===== src/design/assert_macros.svh =====
// Assertion helpers used by the RTL.
`ifndef ASSERT_MACROS_SVH
`define ASSERT_MACROS_SVH

// Implication checked on every rising edge, held off while reset is low.
`define ASSERT_IMP(lbl, clk_s, rstn_s, ante, cons, msg) \
  lbl: assert property (@(posedge clk_s) disable iff (!rstn_s) (ante) |-> (cons)) \
    else $error(msg);

// Implication whose consequent is checked in the cycle after the antecedent.
`define ASSERT_NXT(lbl, clk_s, rstn_s, ante, cons, msg) \
  lbl: assert property (@(posedge clk_s) disable iff (!rstn_s) (ante) |=> (cons)) \
    else $error(msg);

`endif


===== src/design/rosa_pkg.sv =====
package rosa_pkg;

  localparam int OBJECT_SLOTS_DEF = 64;
  localparam int FIELD_SLOTS_DEF  = 256;

  // bitmap word: slots checked per search step
  localparam int WORD_BITS = 8;
  localparam int WORD_LOG  = 3;

  localparam int CNT_W = 16;
  localparam int CLS_W = 16;

  typedef enum logic [1:0] {
    OP_ALLOC   = 2'd0,
    OP_RETAIN  = 2'd1,
    OP_RELEASE = 2'd2,
    OP_READ    = 2'd3
  } op_t;

  typedef enum logic [1:0] {
    ST_OK         = 2'd0,
    ST_TABLE_FULL = 2'd1,
    ST_POOL_FULL  = 2'd2,
    ST_IGNORED    = 2'd3
  } status_t;

endpackage


===== src/design/refcounted_object_slot_allocator_unit.sv =====
// Reference-counted object slot allocator. One request beat in, one result
// beat out. Allocate scans the slot table for the lowest slot with a zero
// count (one RAM read per slot), then scans the field bitmap first fit, one
// 8-slot word at a time, then marks the run word by word with a read and a
// write per word touched. Retain/release reads the slot and writes back the
// new count; a release to zero also clears the run's words. After reset a
// clearing pass over max(OBJECT_SLOTS, ceil(FIELD_SLOTS/8)) addresses zeroes
// both RAMs; no request is taken until it ends. The result sits in an output
// register, so the next request is taken while the last result still waits
// on out_tready.
`include "assert_macros.svh"

module refcounted_object_slot_allocator_unit
  import rosa_pkg::*;
#(
  parameter int OBJECT_SLOTS = OBJECT_SLOTS_DEF,
  parameter int FIELD_SLOTS  = FIELD_SLOTS_DEF
) (
  input  logic        clk,
  input  logic        rst_n,
  input  logic        in_tvalid,
  output logic        in_tready,
  // [15:0] class_number, [24:16] fields_wanted, [30:25] object_index
  input  logic [31:0] in_tdata,
  // [1:0] operation
  input  logic [1:0]  in_tuser,
  output logic        out_tvalid,
  input  logic        out_tready,
  // [5:0] slot_index, [6] freed, [14:7] run_start, [23:15] run_length,
  // [39:24] class_out, [55:40] count_after
  output logic [55:0] out_tdata,
  // [1:0] status
  output logic [1:0]  out_tuser
);

  localparam int SAW   = $clog2(OBJECT_SLOTS);
  localparam int WORDS = (FIELD_SLOTS + WORD_BITS - 1) / WORD_BITS;
  localparam int WAW   = (WORDS > 1) ? $clog2(WORDS) : 1;
  localparam int GW    = WAW + WORD_LOG;
  localparam int LW    = ($clog2(FIELD_SLOTS + 1) > 9) ? $clog2(FIELD_SLOTS + 1) : 9;
  localparam int MAXD  = (OBJECT_SLOTS > WORDS) ? OBJECT_SLOTS : WORDS;
  localparam int CLW   = $clog2(MAXD);
  localparam int EW    = CNT_W + CLS_W + GW + LW;

  typedef enum logic [10:0] {
    S_CLR  = 11'b00000000001,
    S_IDLE = 11'b00000000010,
    S_SRD  = 11'b00000000100,
    S_SCHK = 11'b00000001000,
    S_FRD  = 11'b00000010000,
    S_FCHK = 11'b00000100000,
    S_MRD  = 11'b00001000000,
    S_MWR  = 11'b00010000000,
    S_ORD  = 11'b00100000000,
    S_OCHK = 11'b01000000000,
    S_DONE = 11'b10000000000
  } state_t;

  typedef struct packed {
    status_t          st;
    logic [SAW-1:0]   slot;
    logic             freed;
    logic [GW-1:0]    start;
    logic [LW-1:0]    len;
    logic [CLS_W-1:0] cls;
    logic [CNT_W-1:0] cnt;
  } res_t;

  state_t state_r, state_nxt;
  logic [CLW-1:0] clr_r, clr_nxt;
  op_t op_r, op_nxt;
  logic [CLS_W-1:0] cls_r, cls_nxt;
  logic [8:0] n_r, n_nxt;
  logic [5:0] idx_r, idx_nxt;
  logic [SAW-1:0] sidx_r, sidx_nxt;
  logic [WAW-1:0] wptr_r, wptr_nxt;
  logic [LW-1:0] run_r, run_nxt;
  logic [GW-1:0] start_r, start_nxt;
  logic [LW-1:0] len_r, len_nxt;
  logic set_r, set_nxt;
  res_t res_r, res_nxt;
  logic out_valid_r, out_valid_nxt;
  res_t out_r, out_nxt;

  // slot table RAM: {count, class, run start, run length}
  logic sl_we;
  logic [SAW-1:0] sl_waddr, sl_raddr;
  logic [EW-1:0] sl_wdata, sl_rdata;
  logic [CNT_W-1:0] rd_cnt;
  logic [CLS_W-1:0] rd_cls;
  logic [GW-1:0] rd_rs;
  logic [LW-1:0] rd_rl;

  // field bitmap RAM
  logic fd_we;
  logic [WAW-1:0] fd_waddr, fd_raddr;
  logic [WORD_BITS-1:0] fd_wdata, fd_rdata;

  rosa_ram #(.WIDTH(EW), .DEPTH(OBJECT_SLOTS)) u_slot_ram (
    .clk(clk), .we(sl_we), .waddr(sl_waddr), .wdata(sl_wdata),
    .raddr(sl_raddr), .rdata(sl_rdata)
  );

  rosa_ram #(.WIDTH(WORD_BITS), .DEPTH(WORDS)) u_field_ram (
    .clk(clk), .we(fd_we), .waddr(fd_waddr), .wdata(fd_wdata),
    .raddr(fd_raddr), .rdata(fd_rdata)
  );

  assign {rd_cnt, rd_cls, rd_rs, rd_rl} = sl_rdata;

  // first-fit scan of one bitmap word, continuing the run from earlier words
  logic [LW-1:0] run_v;
  logic hit_v;
  logic [GW-1:0] hit_start;
  logic [GW-1:0] g_v;
  always_comb begin
    run_v = run_r;
    hit_v = 1'b0;
    hit_start = '0;
    g_v = '0;
    for (int i = 0; i < WORD_BITS; i++) begin
      g_v = {wptr_r, WORD_LOG'(i)};
      if (!hit_v) begin
        if (fd_rdata[i] || (32'(g_v) >= FIELD_SLOTS)) begin
          run_v = '0;
        end else begin
          run_v = run_v + LW'(1);
          if (run_v == LW'(n_r)) begin
            hit_v = 1'b1;
            hit_start = GW'(32'(g_v) + 32'd1 - 32'(n_r));
          end
        end
      end
    end
  end

  // range mask for marking or freeing the current word
  logic [WORD_BITS-1:0] run_mask;
  logic [GW:0] run_end;
  logic last_word;
  always_comb begin
    run_end = (GW + 1)'(start_r) + (GW + 1)'(len_r);
    for (int i = 0; i < WORD_BITS; i++) begin
      run_mask[i] = ({1'b0, wptr_r, WORD_LOG'(i)} >= {1'b0, start_r}) &&
                    ({1'b0, wptr_r, WORD_LOG'(i)} < run_end);
    end
    last_word = ({1'b0, wptr_r, {WORD_LOG{1'b1}}} + (GW + 1)'(1)) >= run_end;
  end

  logic in_acc;
  assign in_acc = in_tvalid && in_tready;
  assign in_tready = (state_r == S_IDLE);

  always_comb begin
    state_nxt = state_r;
    clr_nxt = clr_r;
    op_nxt = op_r;
    cls_nxt = cls_r;
    n_nxt = n_r;
    idx_nxt = idx_r;
    sidx_nxt = sidx_r;
    wptr_nxt = wptr_r;
    run_nxt = run_r;
    start_nxt = start_r;
    len_nxt = len_r;
    set_nxt = set_r;
    res_nxt = res_r;
    out_valid_nxt = out_valid_r;
    out_nxt = out_r;
    sl_we = 1'b0;
    sl_waddr = sidx_r;
    sl_wdata = '0;
    sl_raddr = sidx_r;
    fd_we = 1'b0;
    fd_waddr = wptr_r;
    fd_wdata = '0;
    fd_raddr = wptr_r;

    if (out_valid_r && out_tready) begin
      out_valid_nxt = 1'b0;
    end

    unique case (state_r)
      S_CLR: begin
        sl_we = (32'(clr_r) < OBJECT_SLOTS);
        sl_waddr = SAW'(clr_r);
        fd_we = (32'(clr_r) < WORDS);
        fd_waddr = WAW'(clr_r);
        clr_nxt = clr_r + CLW'(1);
        if (32'(clr_r) == MAXD - 1) begin
          state_nxt = S_IDLE;
        end
      end
      S_IDLE: begin
        if (in_acc) begin
          op_nxt = op_t'(in_tuser);
          cls_nxt = in_tdata[15:0];
          n_nxt = in_tdata[24:16];
          idx_nxt = in_tdata[30:25];
          sidx_nxt = '0;
          res_nxt = '0;
          if (op_t'(in_tuser) == OP_ALLOC) begin
            state_nxt = S_SRD;
          end else if (32'(in_tdata[30:25]) >= OBJECT_SLOTS) begin
            res_nxt.st = ST_IGNORED;
            res_nxt.slot = SAW'(in_tdata[30:25]);
            state_nxt = S_DONE;
          end else begin
            state_nxt = S_ORD;
          end
        end
      end
      S_SRD: begin
        state_nxt = S_SCHK;
      end
      S_SCHK: begin
        if (rd_cnt == '0) begin
          if (n_r == '0) begin
            sl_we = 1'b1;
            sl_wdata = {CNT_W'(1), cls_r, GW'(0), LW'(0)};
            res_nxt = '{st: ST_OK, slot: sidx_r, freed: 1'b0, start: '0, len: '0,
                        cls: cls_r, cnt: CNT_W'(1)};
            state_nxt = S_DONE;
          end else if (32'(n_r) > FIELD_SLOTS) begin
            res_nxt.st = ST_POOL_FULL;
            state_nxt = S_DONE;
          end else begin
            wptr_nxt = '0;
            run_nxt = '0;
            state_nxt = S_FRD;
          end
        end else if (32'(sidx_r) == OBJECT_SLOTS - 1) begin
          res_nxt.st = ST_TABLE_FULL;
          state_nxt = S_DONE;
        end else begin
          sidx_nxt = sidx_r + SAW'(1);
          state_nxt = S_SRD;
        end
      end
      S_FRD: begin
        state_nxt = S_FCHK;
      end
      S_FCHK: begin
        if (hit_v) begin
          start_nxt = hit_start;
          len_nxt = LW'(n_r);
          set_nxt = 1'b1;
          wptr_nxt = hit_start[GW-1:WORD_LOG];
          state_nxt = S_MRD;
        end else if (32'(wptr_r) == WORDS - 1) begin
          res_nxt.st = ST_POOL_FULL;
          state_nxt = S_DONE;
        end else begin
          run_nxt = run_v;
          wptr_nxt = wptr_r + WAW'(1);
          state_nxt = S_FRD;
        end
      end
      S_MRD: begin
        state_nxt = S_MWR;
      end
      S_MWR: begin
        fd_we = 1'b1;
        fd_wdata = set_r ? (fd_rdata | run_mask) : (fd_rdata & ~run_mask);
        if (last_word) begin
          if (set_r) begin
            sl_we = 1'b1;
            sl_wdata = {CNT_W'(1), cls_r, start_r, len_r};
            res_nxt = '{st: ST_OK, slot: sidx_r, freed: 1'b0, start: start_r,
                        len: len_r, cls: cls_r, cnt: CNT_W'(1)};
          end
          state_nxt = S_DONE;
        end else begin
          wptr_nxt = wptr_r + WAW'(1);
          state_nxt = S_MRD;
        end
      end
      S_ORD: begin
        sl_raddr = SAW'(idx_r);
        state_nxt = S_OCHK;
      end
      S_OCHK: begin
        sl_waddr = SAW'(idx_r);
        res_nxt = '{st: ST_OK, slot: SAW'(idx_r), freed: 1'b0, start: rd_rs,
                    len: rd_rl, cls: rd_cls, cnt: rd_cnt};
        state_nxt = S_DONE;
        unique case (op_r)
          OP_RETAIN: begin
            sl_we = 1'b1;
            if (rd_cnt != '1) begin
              res_nxt.cnt = rd_cnt + CNT_W'(1);
            end
            sl_wdata = {res_nxt.cnt, rd_cls, rd_rs, rd_rl};
          end
          OP_RELEASE: begin
            if (rd_cnt == '0) begin
              res_nxt.st = ST_IGNORED;
              res_nxt.start = '0;
              res_nxt.len = '0;
            end else if (rd_cnt == CNT_W'(1)) begin
              // last reference: clear the slot, then hand the run back
              sl_we = 1'b1;
              sl_wdata = '0;
              res_nxt.freed = 1'b1;
              res_nxt.cnt = '0;
              start_nxt = rd_rs;
              len_nxt = rd_rl;
              set_nxt = 1'b0;
              wptr_nxt = rd_rs[GW-1:WORD_LOG];
              if (rd_rl != '0) begin
                state_nxt = S_MRD;
              end
            end else begin
              sl_we = 1'b1;
              res_nxt.cnt = rd_cnt - CNT_W'(1);
              sl_wdata = {res_nxt.cnt, rd_cls, rd_rs, rd_rl};
            end
          end
          default: begin
            // operation code 3 and stray allocate: plain read
          end
        endcase
      end
      S_DONE: begin
        if (!out_valid_r || out_tready) begin
          out_valid_nxt = 1'b1;
          out_nxt = res_r;
          state_nxt = S_IDLE;
        end
      end
      default: begin
        state_nxt = S_CLR;
      end
    endcase
  end

  always_ff @(posedge clk) begin
    if (!rst_n) begin
      state_r <= S_CLR;
      clr_r <= '0;
      out_valid_r <= 1'b0;
    end else begin
      state_r <= state_nxt;
      clr_r <= clr_nxt;
      out_valid_r <= out_valid_nxt;
    end
    op_r <= op_nxt;
    cls_r <= cls_nxt;
    n_r <= n_nxt;
    idx_r <= idx_nxt;
    sidx_r <= sidx_nxt;
    wptr_r <= wptr_nxt;
    run_r <= run_nxt;
    start_r <= start_nxt;
    len_r <= len_nxt;
    set_r <= set_nxt;
    res_r <= res_nxt;
    out_r <= out_nxt;
  end

  logic [31:0] slot_w, start_w, len_w;
  assign slot_w = 32'(out_r.slot);
  assign start_w = 32'(out_r.start);
  assign len_w = 32'(out_r.len);

  assign out_tvalid = out_valid_r;
  assign out_tuser = out_r.st;
  assign out_tdata = {out_r.cnt, out_r.cls, len_w[8:0], start_w[7:0], out_r.freed,
                      slot_w[5:0]};

  // a found run must lie inside the pool
  `ASSERT_IMP(a_run_in_pool, clk, rst_n, (state_r == S_FCHK) && hit_v,
    (32'(hit_start) + 32'(n_r)) <= FIELD_SLOTS, "first-fit run leaves the pool")
  // a result is only loaded when the output register is free
  `ASSERT_NXT(a_no_overwrite, clk, rst_n, out_valid_r && !out_tready,
    out_valid_r && $stable(out_r), "pending result overwritten")
  // the bitmap is only written while clearing or marking
  `ASSERT_IMP(a_fd_write_state, clk, rst_n, fd_we,
    (state_r == S_CLR) || (state_r == S_MWR), "bitmap write outside mark pass")

endmodule


===== src/design/rosa_ram.sv =====
module rosa_ram #(
  parameter int WIDTH = 8,
  parameter int DEPTH = 2,
  parameter int AW    = (DEPTH > 1) ? $clog2(DEPTH) : 1
) (
  input  logic             clk,
  input  logic             we,
  input  logic [AW-1:0]    waddr,
  input  logic [WIDTH-1:0] wdata,
  input  logic [AW-1:0]    raddr,
  output logic [WIDTH-1:0] rdata
);

  logic [WIDTH-1:0] mem [DEPTH];

  always_ff @(posedge clk) begin
    if (we) begin
      mem[waddr] <= wdata;
    end
    rdata <= mem[raddr];
  end

endmodule


===== config.mk =====
export PLATFORM = sky130hd
export DESIGN_NAME = refcounted_object_slot_allocator_unit
export DESIGN_NICKNAME = d
export VERILOG_FILES = /design/src/design/rosa_pkg.sv /design/src/design/refcounted_object_slot_allocator_unit.sv /design/src/design/rosa_ram.sv
export VERILOG_INCLUDE_DIRS = /design/src /design/src/design
export SDC_FILE = /design/constraint.sdc
export NUM_CORES = 2
export LEC_CHECK = 0
export ABC_CLOCK_PERIOD_IN_PS = 17800
export BUFFER_PORTS_ARGS = -buffer_cell sky130_fd_sc_hd__buf_4
export CORE_MARGIN = 1.5
export CORE_UTILIZATION = 35
export DETAILED_ROUTE_END_ITERATION = 8
export PLACE_DENSITY = 0.52
export SLEW_MARGIN = 10
export SYNTH_ARGS = -nofsm -noshare
export SYNTH_HDL_FRONTEND = slang
export SYNTH_SLANG_ARGS = --single-unit

===== constraint.sdc =====
create_clock -name clk -period 17.8 [get_ports clk]
set_clock_uncertainty 0.2 [all_clocks]
set_input_delay 4.45 -clock clk [delete_from_list [all_inputs] [get_ports clk]]
set_output_delay 4.45 -clock clk [all_outputs]
set_load 0.02 [all_outputs]

==> flow_summary_export.csv <==
group,metric,value,unit
yosys,synth_top_family_by_area,"simple AND/OR/NAND/NOR gates",
drt,vias,101143,
worst_hold_path,hold_depth,0,
yosys,ys_seq_area_share,71.6,%
clock_network,cts_setup_buffers,0,
yosys,netlist_area,0.152,mm²
worst_hold_path,min_to,"out_tdata[1]$_DFFE_PP_",
yosys,synth_cell_types,120,
pwr,switching_share,22.1,%
pwr,switchingPower,4.05,mW
die,die_w,663,µm
job,maxCapViolations,0,
drt,viasPerCell,5.65,
timing,max_freq,70.9,MHz
finish,drive_gt1_share,9.66,%
global_routing,grt-ovfl-total,0,
setup_path,cp_top_family,"simple AND/OR/NAND/NOR gates",
setup_path,critPathMaxStageDelay,0.84,ns
finish,syn_to_final_growth,13.5,%
clock_network,cts_buffer_depth,4,
clock_network,cts_num_sinks,3654,
setup_path,cp.required,18.18,ns
placement,post-place-ws,3.69,ns
clock_network,cts_tree,"yes",
timing,fin_crit_sh,79.2,%
die,die_height,663,µm
yosys,netlist_instances,11887,
die,coreArea,0.434,mm²
yosys,synth_simple_gate_area_share,14.6,%
setup_path,reg2reg_to,"len_r[7]$_DFFE_PP_",
yosys,synthXorXnorAreaFrac,0.752,%
drt,post_drt_wl_per_cell,27.1,µm
global_routing,antenna_found_initial,34,
yosys,synth-compound-area-share,9.07,%
clock_network,postCtsHoldBufs,0,
setup_path,cp_num_buf_inv,2,
pwr,ir_drop,0.0964,mV
finish,n_fill_cell,40179,
drt,ant_nets,0,
setup_path,worstReg2RegStart,"run_r[0]$_SDFFCE_PN0P_",
timing,hold_viol,0,
global_routing,grt_first_pass_wirelength,697000,µm
pwr,internal_power,14.3,mW
yosys,synthMuxAreaShare,1.20,%
yosys,ys_ff_latch,3654,
clock_network,numCtsBuffers,388,
timing,rsz0062_at_grt,"false",
yosys,async_flop_share,0,%
drt,drc,0,
yosys,synth_fp_nets,11993,
clock_network,cts_resized,0,
yosys,synth-edff-count,3579,
drt,wl,485000,µm
yosys,synth-adder-area-share,0.583,%
pwr,p_leak,57.6,nW
die,rows,242,
pwr,power,18.3,mW
clock_network,cts_max_level,5,
timing,setup_ws,3.70,ns
clock_network,cts-root-buf,"clkbuf_16",
pwr,seqPwrFrac,52.6,%
finish,multiInputGateArea,0.0408,mm²
setup_path,crit_arrival,14.48,ns
timing,setup_viol,0,
setup_path,slowest_stage,"a2111oi_1",
worst_hold_path,hold_start,"res_r[51]$_DFFE_PP_",
global_routing,grt.total_usage,21.3,%
clock_network,clk_pin_slew_worst_paths,0.06,ns
status,outcome,"completed",
setup_path,reg2reg_depth,40,
setup_path,reg2reg_slack,3.70,ns
setup_path,path_common_cell,"nand2_1",
timing,drv_slew,0,
drt,initialDrtViolationCount,10954,
timing,fin_crit,14.10,ns
setup_path,worstSetupStartpointType,"flip-flop",
pwr,power.density,106,mW/mm²
placement,dp_hpwl,269000,µm
drt,first_pass_iters,6,
pwr,p_clk_share,43.3,%
die,start_util,35.1,%
worst_hold_path,hp-class,"flip-flop to flip-flop",
placement,place.gp.congestion,0.842,
clock_network,worstSkewPairLatency,0.97,ns
timing,holdWs,0.212,ns
finish,seq_area,0.109,mm²
finish,final_nets,11939,
setup_path,crit_type,"flip-flop to flip-flop",
placement,place.port_buffers,96,
setup_path,crit_fanout,20,
global_routing,grt_pass1_vias,96958,
setup_path,worst_setup_path_end_kind,"flip-flop",
timing,maxSlewHeadroom,3.69,%
die,io_pins,98,
yosys,yosysWarnings,0,
yosys,avgSynthCellArea,12.8,µm²
timing,worst_pin_slew,1.44,ns
yosys,ys.flop_type,"edfxtp_1",
pwr,comb_power_share,4.1,%
global_routing,grt_max_degree,154,
die,dieArea,0.439,mm²
timing,fin_tns_setup,0,ns
==> power by group through the flow <==
stage               Clock, mW  Combinational, mW  Sequential [mW]
finish                   7.93              0.755             9.63
global route             8.38              0.814             9.63
CTS                      8.06              0.762             9.62
detailed placement          0              0.760             9.80
global placement            0              0.760             9.80
floorplan                   0              0.423             9.76
==> logic make-up after synthesis <==
| kind of cell | count (synthesis) |
|---|---|
| buffers and inverters | 903 |
| multiplexers | 139 |
| flip-flops | 3654 |
| XOR/XNOR | 115 |
| adder cells (fa/ha/maj) | 68 |
| AND/OR/NAND/NOR | 5093 |
| AO/OA/AOI/OAI | 1915 |
==> layer usage <==
| layer | up-vias | GRT usage, % | wire length [µm] |
|---|---|---|---|
| met5 | - | 0 | 13 |
| met4 | 2 | 6.03 | 13700 |
| met3 | 715 | 3.10 | 35900 |
| met2 | 4164 | 34.7 | 227000 |
| met1 | 51752 | 29.8 | 208000 |
| li1 | 44510 | - | - |
==> layout make-up <==
cell class                 instances  share of cell area (%)
antenna                           15                  0.0217
clock buffer                     510                    6.06
clock inverter                   207                    1.15
inverter                          73                   0.158
multi-input combinational       7330                    23.6
sequential                      3654                    63.0
tap                             5734                    4.15
timing repair buffer             386                    1.83
==> cell usage after synthesis (9+ instances only) <==
cell	n	area, µm²
nor2_1	260	976
nand3b_1	14	105
ha_1	63	788
clkbuf_1	727	2730
o221ai_1	47	412
o31ai_1	13	97.6
or3_1	31	194
nand2_1	3351	12600
a31oi_1	375	2350
buf_2	18	90.1
xnor3_1	10	225
o21ai_1	18	90.1
o21ai_0	106	531
nor3_1	58	290
mux4_2	33	743
a311oi_1	412	3610
buf_1	78	293
dfxtp_1	75	1500
xor2_1	24	210
mux2i_1	94	941
nand4_1	41	257
a211oi_1	323	2420
nor4_1	18	113
or2_2	14	87.6
o2111ai_1	9	78.8
xnor2_1	81	709
a22oi_1	17	128
mux2_2	9	101
o22ai_1	23	144
and2_1	26	163
nand2b_1	20	125
a22o_1	68	596
inv_1	65	244
edfxtp_1	3579	107000
a21oi_1	298	1490
o211ai_1	25	188
a21o_1	36	270
nor2b_1	26	163
nand3_1	606	3030
o21a_1	16	120
and3_1	566	3540
==> through the flow <==
step	instance area (µm²)	util (%)	std cells
floorplan	152000	-	11887
global placement	160000	37.0	17175
detailed placement	160000	37.0	17176
CTS	173000	39.8	17893
global route	173000	39.8	17898
finish	173000	39.8	17909
==> placed cells by master (no fill, tap or decap), drive strengths merged, types with 263 or more instances in the layout <==
master  synthesis  layout
a31oi         376     376
nor2          263     263
nand2        3353    3353
a21oi         299     299
a211oi        325     325
nand3         610     610
clkbuf        728     510
buf           102     386
and3          566     566
edfxtp       3579    3579
a311oi        413     413
==> sequential cells by signal, indices dropped and copies added, names as in the netlist, 2 cells and up <==
name,cells
len_r,9
fd_raddr,5
out_tuser,2
res_r,58
u_slot_ram.mem,3136
u_field_ram.mem,256
u_slot_ram.rdata,49
n_r,9
idx_r,6
clr_r,6
u_field_ram.rdata,8
start_r,8
op_r,2
cls_r,16
run_r,9
sidx_r,6
state_r,11
out_tdata,56
==> worst max-delay path by stage <==
stage	start	to	cells after the start
finish	run_r[0]$_SDFFCE_PN0P_	len_r[7]$_DFFE_PP_	40
global route	run_r[0]$_SDFFCE_PN0P_	len_r[7]$_DFFE_PP_	39
CTS	run_r[0]$_SDFFCE_PN0P_	len_r[7]$_DFFE_PP_	37
detailed placement	run_r[0]$_SDFFCE_PN0P_	len_r[1]$_DFFE_PP_	37
global placement	run_r[0]$_SDFFCE_PN0P_	len_r[0]$_DFFE_PP_	39
floorplan	run_r[1]$_SDFFCE_PN0P_	len_r[0]$_DFFE_PP_	52
==> worst register-to-register path, delay by kind of cell, from the launching register on <==
kind / cells / cell delay (ns)
compound gates: 9 / 2.99
xor+xnor: 4 / 1.03
fa+ha+maj: 4 / 1.40
buf+inv: 2 / 0.41
flops: 1 / 0.59
simple gates: 21 / 7.15
Note: power is estimated with default switching activity, not from simulation.
